File: config.mk
export PLATFORM = sky130hd
export DESIGN_NAME = sprite_entry_to_tile_commands_unit
export DESIGN_NICKNAME = d
export VERILOG_FILES = /design/src/hw/rtl/setc_pkg.sv /design/src/hw/rtl/setc_front.sv /design/src/hw/rtl/setc_queue.sv /design/src/hw/rtl/setc_back.sv /design/src/hw/rtl/sprite_entry_to_tile_commands_unit.sv
export SDC_FILE = /design/constraint.sdc
export NUM_CORES = 1
export LEC_CHECK = 0
export BUFFER_PORTS_ARGS = -buffer_cell sky130_fd_sc_hd__buf_2
export CORE_MARGIN = 2
export CORE_UTILIZATION = 49
export DETAILED_ROUTE_END_ITERATION = 8
export PLACE_DENSITY = 0.83
export SLEW_MARGIN = 15
export SYNTH_ARGS = -nofsm -noshare
export SYNTH_HDL_FRONTEND = slang
export SYNTH_HIERARCHICAL = 1
export SYNTH_SLANG_ARGS = --single-unit
export TNS_END_PERCENT = 100
File: constraint.sdc
create_clock -name i_clk -period 3.6 [get_ports i_clk]
set_input_delay 0.18 -clock i_clk [delete_from_list [all_inputs] [get_ports i_clk]]
set_output_delay 0.18 -clock i_clk [all_outputs]
set_load 0.005 [all_outputs]
File: src/hw/rtl/setc_pkg.sv
// Shared types and constants for the sprite entry to tile command decoder.
// Used by the front, queue, back and top-level modules; no dependencies.
package setc_pkg;

    // Screen geometry
    localparam int TILE_SIZE     = 16;
    localparam int SCREEN_Y_BASE = 192;
    localparam int X_WRAP_LIMIT  = 480;
    localparam int X_WRAP        = 512;

    // Decoupling queue depth between front and back
    localparam int QUEUE_DEPTH_DEF = 2;

    // Configuration port
    localparam int PADDR_W  = 3;
    localparam int PDATA_W  = 32;
    localparam logic REG_LAYER_PRIORITY = 1'b0;

    // Decoded sprite entry handed from front to back
    typedef struct packed {
        logic [11:0]       base_code;
        logic [6:0]        palette;
        logic              flip;
        logic              wide;
        logic              tall;
        logic signed [9:0] sx;
        logic signed [8:0] sy;
    } t_sprite_desc;

endpackage

File: src/hw/rtl/setc_front.sv
// Front end: accepts sprite entries, filters on priority and decodes them.
// Depends on setc_pkg for the descriptor type and screen constants.
module setc_front
    import setc_pkg::*;
(
    input  logic         i_valid,
    input  logic         i_queue_full,
    input  logic [1:0]   i_layer_priority,
    input  logic [7:0]   i_attr_byte,
    input  logic [7:0]   i_tile_low,
    input  logic [7:0]   i_color_byte,
    input  logic [7:0]   i_x_low,
    input  logic [7:0]   i_prio_byte,
    input  logic [7:0]   i_y_byte,
    output logic         o_ready,
    output logic         o_push,
    output t_sprite_desc o_desc
);

    logic       match;
    logic [8:0] x9;
    logic [9:0] x_wrapped;
    logic       flip;
    logic       wide;
    logic       tall;

    // Accept whenever the queue has room; mismatched entries are dropped
    assign o_ready = !i_queue_full;
    assign match   = (i_prio_byte[7:6] == i_layer_priority);
    assign o_push  = i_valid && o_ready && match;

    assign flip = i_attr_byte[5];
    assign wide = i_attr_byte[7];
    assign tall = i_prio_byte[2];

    // Wrap x into the signed range and shift narrow flipped sprites left
    assign x9 = {i_color_byte[0], i_x_low};

    always_comb begin
        if (x9 > 9'(X_WRAP_LIMIT)) begin
            x_wrapped = {1'b0, x9} - 10'(X_WRAP);
        end else begin
            x_wrapped = {1'b0, x9};
        end
        o_desc.sx = (flip && !wide) ? $signed(x_wrapped - 10'(TILE_SIZE))
                                    : $signed(x_wrapped);
    end

    // Decode code, color and y position
    always_comb begin
        o_desc.base_code = {i_attr_byte[2:0], i_tile_low[6:0], i_prio_byte[4], i_attr_byte[4]};
        o_desc.palette   = i_color_byte[7:1];
        o_desc.flip      = flip;
        o_desc.wide      = wide;
        o_desc.tall      = tall;
        o_desc.sy        = $signed(9'(SCREEN_Y_BASE) - {1'b0, i_y_byte}
                                   + (tall ? 9'd0 : 9'(TILE_SIZE)));
    end

endmodule

File: src/hw/rtl/setc_queue.sv
// Short FIFO of decoded sprite descriptors between front and back.
// Depends on setc_pkg for the descriptor type.
module setc_queue
    import setc_pkg::*;
#(
    parameter int DEPTH = QUEUE_DEPTH_DEF
) (
    input  logic         i_clk,
    input  logic         i_rst_n,
    input  logic         i_push,
    input  t_sprite_desc i_desc,
    input  logic         i_pop,
    output logic         o_full,
    output logic         o_valid,
    output t_sprite_desc o_desc
);

    localparam int AW = (DEPTH > 1) ? $clog2(DEPTH) : 1;
    localparam int CW = $clog2(DEPTH + 1);

    t_sprite_desc r_mem [DEPTH];
    logic [AW-1:0] r_wr_ptr, n_wr_ptr;
    logic [AW-1:0] r_rd_ptr, n_rd_ptr;
    logic [CW-1:0] r_count, n_count;

    assign o_full  = (r_count == CW'(DEPTH));
    assign o_valid = (r_count != '0);
    assign o_desc  = r_mem[r_rd_ptr];

    // Advance pointers and occupancy
    always_comb begin
        n_wr_ptr = r_wr_ptr;
        n_rd_ptr = r_rd_ptr;
        n_count  = r_count;
        if (i_push) begin
            n_wr_ptr = (r_wr_ptr == AW'(DEPTH - 1)) ? '0 : r_wr_ptr + 1'b1;
        end
        if (i_pop) begin
            n_rd_ptr = (r_rd_ptr == AW'(DEPTH - 1)) ? '0 : r_rd_ptr + 1'b1;
        end
        if (i_push && !i_pop) begin
            n_count = r_count + 1'b1;
        end else if (!i_push && i_pop) begin
            n_count = r_count - 1'b1;
        end
    end

    always_ff @(posedge i_clk) begin
        if (!i_rst_n) begin
            r_wr_ptr <= '0;
            r_rd_ptr <= '0;
            r_count  <= '0;
        end else begin
            r_wr_ptr <= n_wr_ptr;
            r_rd_ptr <= n_rd_ptr;
            r_count  <= n_count;
        end
    end

    // Store pushed entry
    always_ff @(posedge i_clk) begin
        if (i_push) begin
            r_mem[r_wr_ptr] <= i_desc;
        end
    end

endmodule

File: src/hw/rtl/setc_back.sv
// Back end: expands each descriptor into one to four tile commands.
// Depends on setc_pkg for the descriptor type and tile size.
module setc_back
    import setc_pkg::*;
(
    input  logic              i_clk,
    input  logic              i_rst_n,
    input  logic              i_q_valid,
    input  t_sprite_desc      i_q_desc,
    output logic              o_q_pop,
    input  logic              i_out_ready,
    output logic              o_out_valid,
    output logic [12:0]       o_tile_code,
    output logic [6:0]        o_palette_sel,
    output logic              o_mirror_x,
    output logic signed [9:0] o_pos_x,
    output logic signed [8:0] o_pos_y,
    output logic              o_last_tile
);

    t_sprite_desc r_desc;
    logic         r_busy;
    logic         r_row;
    logic         r_col;
    logic         r_out_valid;

    t_sprite_desc src_desc;
    logic         src_row;
    logic         src_col;
    logic         src_valid;
    logic         step;
    logic         fire;
    logic         src_last;

    // Work from the held entry, or straight from the queue head
    assign src_desc  = r_busy ? r_desc : i_q_desc;
    assign src_row   = r_busy ? r_row : 1'b0;
    assign src_col   = r_busy ? r_col : 1'b0;
    assign src_valid = r_busy || i_q_valid;
    assign step      = !r_out_valid || i_out_ready;
    assign fire      = step && src_valid;
    assign src_last  = (src_row == src_desc.tall) && (src_col == src_desc.wide);
    assign o_q_pop   = fire && !r_busy;

    // Track position within the current sprite
    always_ff @(posedge i_clk) begin
        if (!i_rst_n) begin
            r_busy      <= 1'b0;
            r_out_valid <= 1'b0;
        end else begin
            if (step) begin
                r_out_valid <= src_valid;
            end
            if (fire) begin
                r_busy <= !src_last;
            end
        end
    end

    always_ff @(posedge i_clk) begin
        if (fire) begin
            r_desc <= src_desc;
            if (!src_col && src_desc.wide) begin
                r_col <= 1'b1;
                r_row <= src_row;
            end else begin
                r_col <= 1'b0;
                r_row <= 1'b1;
            end
        end
    end

    // Load output register with the next tile command
    always_ff @(posedge i_clk) begin
        if (fire) begin
            o_tile_code   <= {1'b0, src_desc.base_code} + {11'd0, src_row, src_col};
            o_palette_sel <= src_desc.palette;
            o_mirror_x    <= src_desc.flip;
            o_pos_x       <= src_desc.sx + ((src_desc.flip ^ src_col) ?
                                            10'sd16 : 10'sd0);
            o_pos_y       <= src_desc.sy + (src_row ? 9'sd16 : 9'sd0);
            o_last_tile   <= src_last;
        end
    end

    assign o_out_valid = r_out_valid;

endmodule

File: src/hw/rtl/sprite_entry_to_tile_commands_unit.sv
// Sprite entry to tile command decoder, top level with APB register port.
// The first command of an entry passes through the queue, then the back-end output register.
// Throughput: one tile command per cycle from the back-end output register while i_out_ready is high,
// so an entry yields 1, 2 or 4 commands; a priority-mismatched entry is dropped, never queued.
// Reset (synchronous, active low) empties the queue and sets layer_priority to 0.
// Depends on setc_pkg, setc_front, setc_queue and setc_back.
module sprite_entry_to_tile_commands_unit
    import setc_pkg::*;
#(
    parameter int QUEUE_DEPTH = QUEUE_DEPTH_DEF
) (
    input  logic               i_clk,
    input  logic               i_rst_n,
    // APB register port
    input  logic               psel,
    input  logic               penable,
    input  logic               pwrite,
    input  logic [PADDR_W-1:0] paddr,
    input  logic [PDATA_W-1:0] pwdata,
    output logic [PDATA_W-1:0] prdata,
    output logic               pready,
    // Sprite entry input
    input  logic               i_in_valid,
    output logic               o_in_ready,
    input  logic [7:0]         i_attr_byte,
    input  logic [7:0]         i_tile_low,
    input  logic [7:0]         i_color_byte,
    input  logic [7:0]         i_x_low,
    input  logic [7:0]         i_prio_byte,
    input  logic [7:0]         i_y_byte,
    // Tile command output
    output logic               o_out_valid,
    input  logic               i_out_ready,
    output logic [12:0]        o_tile_code,
    output logic [6:0]         o_palette_sel,
    output logic               o_mirror_x,
    output logic signed [9:0]  o_pos_x,
    output logic signed [8:0]  o_pos_y,
    output logic               o_last_tile
);

    logic [1:0]   r_layer_priority;
    logic         reg_write;
    logic         push;
    logic         pop;
    logic         q_full;
    logic         q_valid;
    t_sprite_desc front_desc;
    t_sprite_desc q_desc;

    // Register write and read-back
    assign pready    = 1'b1;
    assign reg_write = psel && penable && pwrite && pready;

    always_ff @(posedge i_clk) begin
        if (!i_rst_n) begin
            r_layer_priority <= 2'd0;
        end else if (reg_write && (paddr[2] == REG_LAYER_PRIORITY)) begin
            r_layer_priority <= pwdata[1:0];
        end
    end

    assign prdata = (paddr[2] == REG_LAYER_PRIORITY) ?
                    {{(PDATA_W - 2){1'b0}}, r_layer_priority} : '0;

    setc_front u_front (
        .i_valid          (i_in_valid),
        .i_queue_full     (q_full),
        .i_layer_priority (r_layer_priority),
        .i_attr_byte      (i_attr_byte),
        .i_tile_low       (i_tile_low),
        .i_color_byte     (i_color_byte),
        .i_x_low          (i_x_low),
        .i_prio_byte      (i_prio_byte),
        .i_y_byte         (i_y_byte),
        .o_ready          (o_in_ready),
        .o_push           (push),
        .o_desc           (front_desc)
    );

    setc_queue #(
        .DEPTH (QUEUE_DEPTH)
    ) u_queue (
        .i_clk   (i_clk),
        .i_rst_n (i_rst_n),
        .i_push  (push),
        .i_desc  (front_desc),
        .i_pop   (pop),
        .o_full  (q_full),
        .o_valid (q_valid),
        .o_desc  (q_desc)
    );

    setc_back u_back (
        .i_clk         (i_clk),
        .i_rst_n       (i_rst_n),
        .i_q_valid     (q_valid),
        .i_q_desc      (q_desc),
        .o_q_pop       (pop),
        .i_out_ready   (i_out_ready),
        .o_out_valid   (o_out_valid),
        .o_tile_code   (o_tile_code),
        .o_palette_sel (o_palette_sel),
        .o_mirror_x    (o_mirror_x),
        .o_pos_x       (o_pos_x),
        .o_pos_y       (o_pos_y),
        .o_last_tile   (o_last_tile)
    );

endmodule

After elaboration in Yosys (flattened, before gate mapping)
Memory sizes are Yosys's and may differ from the RTL's. A register that Yosys moved wholly into a read port is not among the register bits.
Index checks and enable logic that the tools add are counted.
- add/subtract/negate cells: 11
- $lt $le $gt $ge: 1
- eq/ne operators: 4
- muxes and demuxes: 18
- bitwise operators: 3
- reductions and logical operators: 25
- operator list (kind ; count):
    41-bit two-way mux ; 1
    10-bit two-way mux ; 2
    9-bit adder ; 2
    5-bit two-way mux ; 3
    12-bit by 2-bit adder with 13-bit output ; 1
    1-bit logical AND ; 12
    10-bit adder ; 1
    10-bit by 5-bit subtractor with 10-bit output (second input constant) ; 1
    9-bit by 10-bit subtractor with 10-bit output (second input constant) ; 1
    9-bit > comparator (second input constant) ; 1
    1-bit two-way mux ; 9
    8-bit by 8-bit subtractor with 9-bit output (first input constant) ; 1
    1-bit zero test ; 8
    2-bit two-way mux ; 3
    2-bit nonzero test ; 2
    1-bit adder (second input constant) ; 2
    2-bit by 1-bit adder with 2-bit output (second input constant) ; 1
    1-bit == test ; 2
    2-bit == test ; 1
    2-bit == test (second input constant) ; 1
    1-bit logical OR ; 2
    1-bit inverter ; 2
    2-bit AND reduction ; 1
    2-bit by 1-bit subtractor with 2-bit output (second input constant) ; 1
    1-bit bitwise XOR ; 1
- register bits after elaboration: 84
- bits in writable memories: 82
- input bits: 90
- output and inout bits: 76
- word-level logic and storage cells: 82
- memories: 1
- memories (memory ; depth ; width ; read ports ; clocked after memory_dff ; write ports ; line ; RTL):
    u_queue.r_mem ; 2 ; 41 ; 1 ; 1 ; 1 ; setc_queue.sv:21 ; t_sprite_desc r_mem [DEPTH];

Longest topological paths before layout
- depth in word-level cells: 8
- mapped depth: 11
- mapped depth without buffers: 8

Modules after synthesis
Netlist, hierarchy kept.
- by module, submodules not included (module ; instances ; cells each ; area each (um2) ; seq. area each (um2)):
    setc_queue ; 1 ; 150 ; 3180.6 ; 2562.5
    setc_back ; 1 ; 213 ; 3154.3 ; 2082.0
    setc_front ; 1 ; 74 ; 535.5 ; 0.0
    sprite_entry_to_tile_commands_unit ; 1 ; 44 ; 346.6 ; 40.0

Least setup slack after synthesis
OpenSTA, ideal clock, no wires.
- path type: reg-to-reg
- start: register u_back.r_busy
- end: register u_back.o_last_tile, enable pin
- library setup time: 0.464 ns
- arrival time: 3.221 ns
- required time: 3.136 ns
- slack: -0.085 ns
- cell stages (with the launch flop): 6
- buffers on the path: 3
- period minus slack after synthesis: 3.685 ns
- cells stage by stage: dfxtp_1 -> buf_6 -> buf_2 -> buf_2 -> nor2_1 -> nor2_1
- longest elaborated chain between the ends: 2
- RTL lines (what ; line ; RTL):
    start, declared ; setc_back.sv:22 ; logic r_busy;
    start signal, assigned ; setc_back.sv:55 ; r_busy <= !src_last;
    1-bit logical OR ; setc_back.sv:39 ; assign src_valid = r_busy || i_q_valid;
    1-bit logical AND ; setc_back.sv:41 ; assign fire = step && src_valid;
    net u_back.fire ; setc_back.sv:32 ; logic fire;
    end signal, assigned ; setc_back.sv:82 ; o_last_tile <= src_last;
    end, declared ; setc_back.sv:18 ; output logic o_last_tile
The timed path passes the listed nets, and every way through them passes these cells.
A chain may end at the register's enable or synchronous reset.

==> impl_metrics.ini <==
[route]
firstDrtPassIters = 6
drtAntennaViolNets = 0
drtIter0Drc = 193
routed_wl_mm = 12.0
via_per_inst = 4.89
wire_per_inst_um = 15.5
num_vias = 3772
drt_drc_violations_left = 0

[cts]
cts_buffer_depth = 2
cts_resized = 0
worst_skew_pair.late_latency_ns = 0.42
postCtsHoldBufs = 29
clk_pin_slew_ns = 0.06
cts_sinks = 159
htreeDepth = 4
cts-root-buf = clkbuf_16
cts_tree = done
numCtsBuffers = 17
cts_setup_buffers = 0

[die]
die_h_um = 125
pin_count = 166
chipWidth_um = 125
dieArea_sq_um = 15700
core_area_sq_um = 14500
row_count = 44
start_util_pct = 49.8

[placement]
dpl_cell_area_sq_um = 7480
routabilityCongestion = 0.776
hpwl_mm = 8.08
place_ws_ns = 0.921
numPortBuffers = 95

[critical_path]
crit_arrival_ns = 2.86
endpoint_kind = flop
r2r_cells = 7
crit_fanout = 32
r2r_start = u_back/r_busy
worst-path-buf-inv = 1
crit_chain = mux2i_1 -> inv_1 -> ha_1 -> a21oi_1 -> nor2_1 -> nand3_1 -> xnor2_1
required_ns = 3.77
timing.rr.end = u_back/o_tile_code[11]
worst-r2r-setup-slack_ns = 0.91
criticalPathCategory = flop to flop
critPathMaxStageDelay_ns = 0.80
cp_top_family = flip-flops
crit_slowest_cell = dfxtp_2
worst_setup_path_start_kind = flop

[global_route]
grt_pass1_wl_mm = 19.4
grtUsageTotal_pct = 16.1
grt_max_degree = 42
antenna_found_initial = 0
overflow = 0
first_global_vias = 3934

[pwr]
power_leakage_nw = 3.14
power_frac_clock_pct = 23.9
p_seq_share_pct = 48.1
power_density_nw_per_um2 = 757
switchingPower_mw = 1.85
p_total_mw = 6.25
pwr-share-comb_pct = 28.0
internal_power_mw = 4.40
ir_worst_vdd_mv = 0.325
netSwitchingFraction_pct = 29.6

[timing]
hold_viol_final = 0
setup_slack_ns = 0.914
fin_worst_skew_ns = 0.00426
tightest_slew_ns = 1.11
relSlewSlack_pct = 26.2
period_needed_ns = 2.69
fmax_mhz = 372
finalSetupViolations = 0
maxSlewViolCount = 0
period_share_pct = 74.6
tns_ns = 0
rsz0062_at_grt = no

[logic_synthesis]
synth_most_common_cell = edfxtp_1
synth_flop_cell = edfxtp_1
syn-instance-count = 481
ys_seq_area_share_pct = 64.9
syn_area_per_cell_sq_um = 15.0
synth_commonest_cells = 150 x edfxtp_1, 77 x buf_4, 54 x mux2_2, 22 x inv_1
synth.largest_area_cell = edfxtp_1
synth_edf_count = 150
ys_types = 46
yosysWarnings = 6
synth-seq-cells = 159
async_flop_share_pct = 0
synth_area_leaders = edfxtp_1 62%, mux2_2 8.4%, buf_4 8.0%, xnor2_1 2.5%, dfxtp_1 2.5%
synth_top_area_share_pct = 62.4
synth_area_sq_um = 7220

[worst_hold_path]
hold_depth = 2
hp-start = i_rst_n
holdPathEnd = u_queue/r_wr_ptr
hold_class = input port to flop

[layout]
nets = 679
syn_to_final_growth_pct = 14.5
final_area_sq_um = 8260
fillers = 1148
final_util_pct = 57.1
drive_above_1_share_pct = 33.0
diodes = 0

[run_status]
status = completed

[run]
cap_violations = 0
-- power by group through the flow --
stage                     combinational (mW)  sequential, mW  clock (mW)
after CTS                               1.79            3.01        1.53
after detailed placement                1.75            3.04           0
final                                   1.75            3.01        1.49
after global routing                    1.94            3.06        1.61
after floorplan                         1.31            2.97           0
after global placement                  1.68            3.02           0
-- flip-flops by register name, summed over array words and instances (netlist names), named ones only --
register              count
u_queue/r_mem            82
u_back/r_desc            33
u_back/o_tile_code       13
u_back/o_palette_sel      7
u_back/o_pos_x            6
u_back/o_pos_y            5
r_layer_priority          2
u_queue/r_count           2
u_back/o_last_tile        1
u_back/o_mirror_x         1
u_back/o_out_valid        1
u_back/r_busy             1
u_back/r_col              1
u_back/r_row              1
u_queue/r_rd_ptr          1
u_queue/r_wr_ptr          1
-- final cells by class --
cell class / count / area [sq um] / area share [%]
Sequential cell: 159 / 4690 / 56.7
Multi-Input combinational cell: 246 / 1960 / 23.8
Timing Repair Buffer: 130 / 811 / 9.81
Clock buffer: 20 / 437 / 5.29
Tap cell: 184 / 230 / 2.79
Inverter: 22 / 82.6 / 1.00
Clock inverter: 11 / 51.3 / 0.621
-- worst max path at each step --
| stage | from | endpoint | slack (ns) | depth (start not counted) |
|---|---|---|---|---|
| 2_1_floorplan | u_queue/r_count[0] | u_queue/r_mem[0][0] | 0.39 | 4 |
| 3_3_place_gp | flop | u_back/o_pos_x[8] | 1.03 | 7 |
| 3_5_place_dp | u_back/r_busy | u_back/o_tile_code[11] | 0.92 | 7 |
| 4_1_cts | u_back/r_busy | u_back/o_tile_code[11] | 0.91 | 7 |
| 5_1_grt | u_back/r_busy | u_back/o_tile_code[7] | 0.72 | 7 |
| 6_report | u_back/r_busy | u_back/o_tile_code[11] | 0.91 | 7 |
-- layer usage --
metal | vias up | track usage (%) | part of all wire, %
li1 | 1812 | - | -
met1 | 1852 | 18.6 | 42
met2 | 87 | 27.2 | 52
met3 | 21 | 4.66 | 4.0
met4 | 0 | 8.56 | 2.4
met5 | - | 0 | 0
-- stage by stage --
stage | hold slack (ns) | cells
2_1_floorplan | 0.298 | 510
3_3_place_gp | 0.372 | 712
3_5_place_dp | 0.374 | 712
4_1_cts | 0.0530 | 772
5_1_grt | 0.0726 | 772
6_report | 0.0797 | 772
-- placed cells by master, fill, tap and decap left out, types with 3 or more instances in the layout --
cell type      instances
edfxtp_1             150
buf_2                 95
mux2_2                54
conb_1                31
dlygate4sd3_1         29
inv_1                 22
nand2_1               21
xnor2_1               21
clkbuf_16             17
xor2_1                12
ha_1                  12
mux2i_1               11
nor2b_1               10
dfxtp_1                7
nor2_1                 7
nand3_1                7
clkinv_1               6
a21oi_1                6
buf_4                  6
clkinv_2               4
o21ai_0                4
nor3_1                 4
and2b_2                3
clkbuf_1               3
nand2b_1               3
and3_1                 3
nor4_1                 3
mux2_1                 3
and2_1                 3
-- cell families (layout without fill, tap and decap cells) --
family / after synthesis / after routing / share of synthesized area, %
other: 2 / 31 / 0.104
flip-flops: 159 / 159 / 64.9
adder cells (fa/ha/maj): 13 / 13 / 2.36
multiplexers: 68 / 68 / 10.4
AO/OA/AOI/OAI: 20 / 20 / 1.98
buffers and inverters: 105 / 183 / 9.66
XOR/XNOR: 33 / 33 / 4.00
AND/OR/NAND/NOR: 81 / 81 / 6.57
Power figures use the tool's default switching activity.
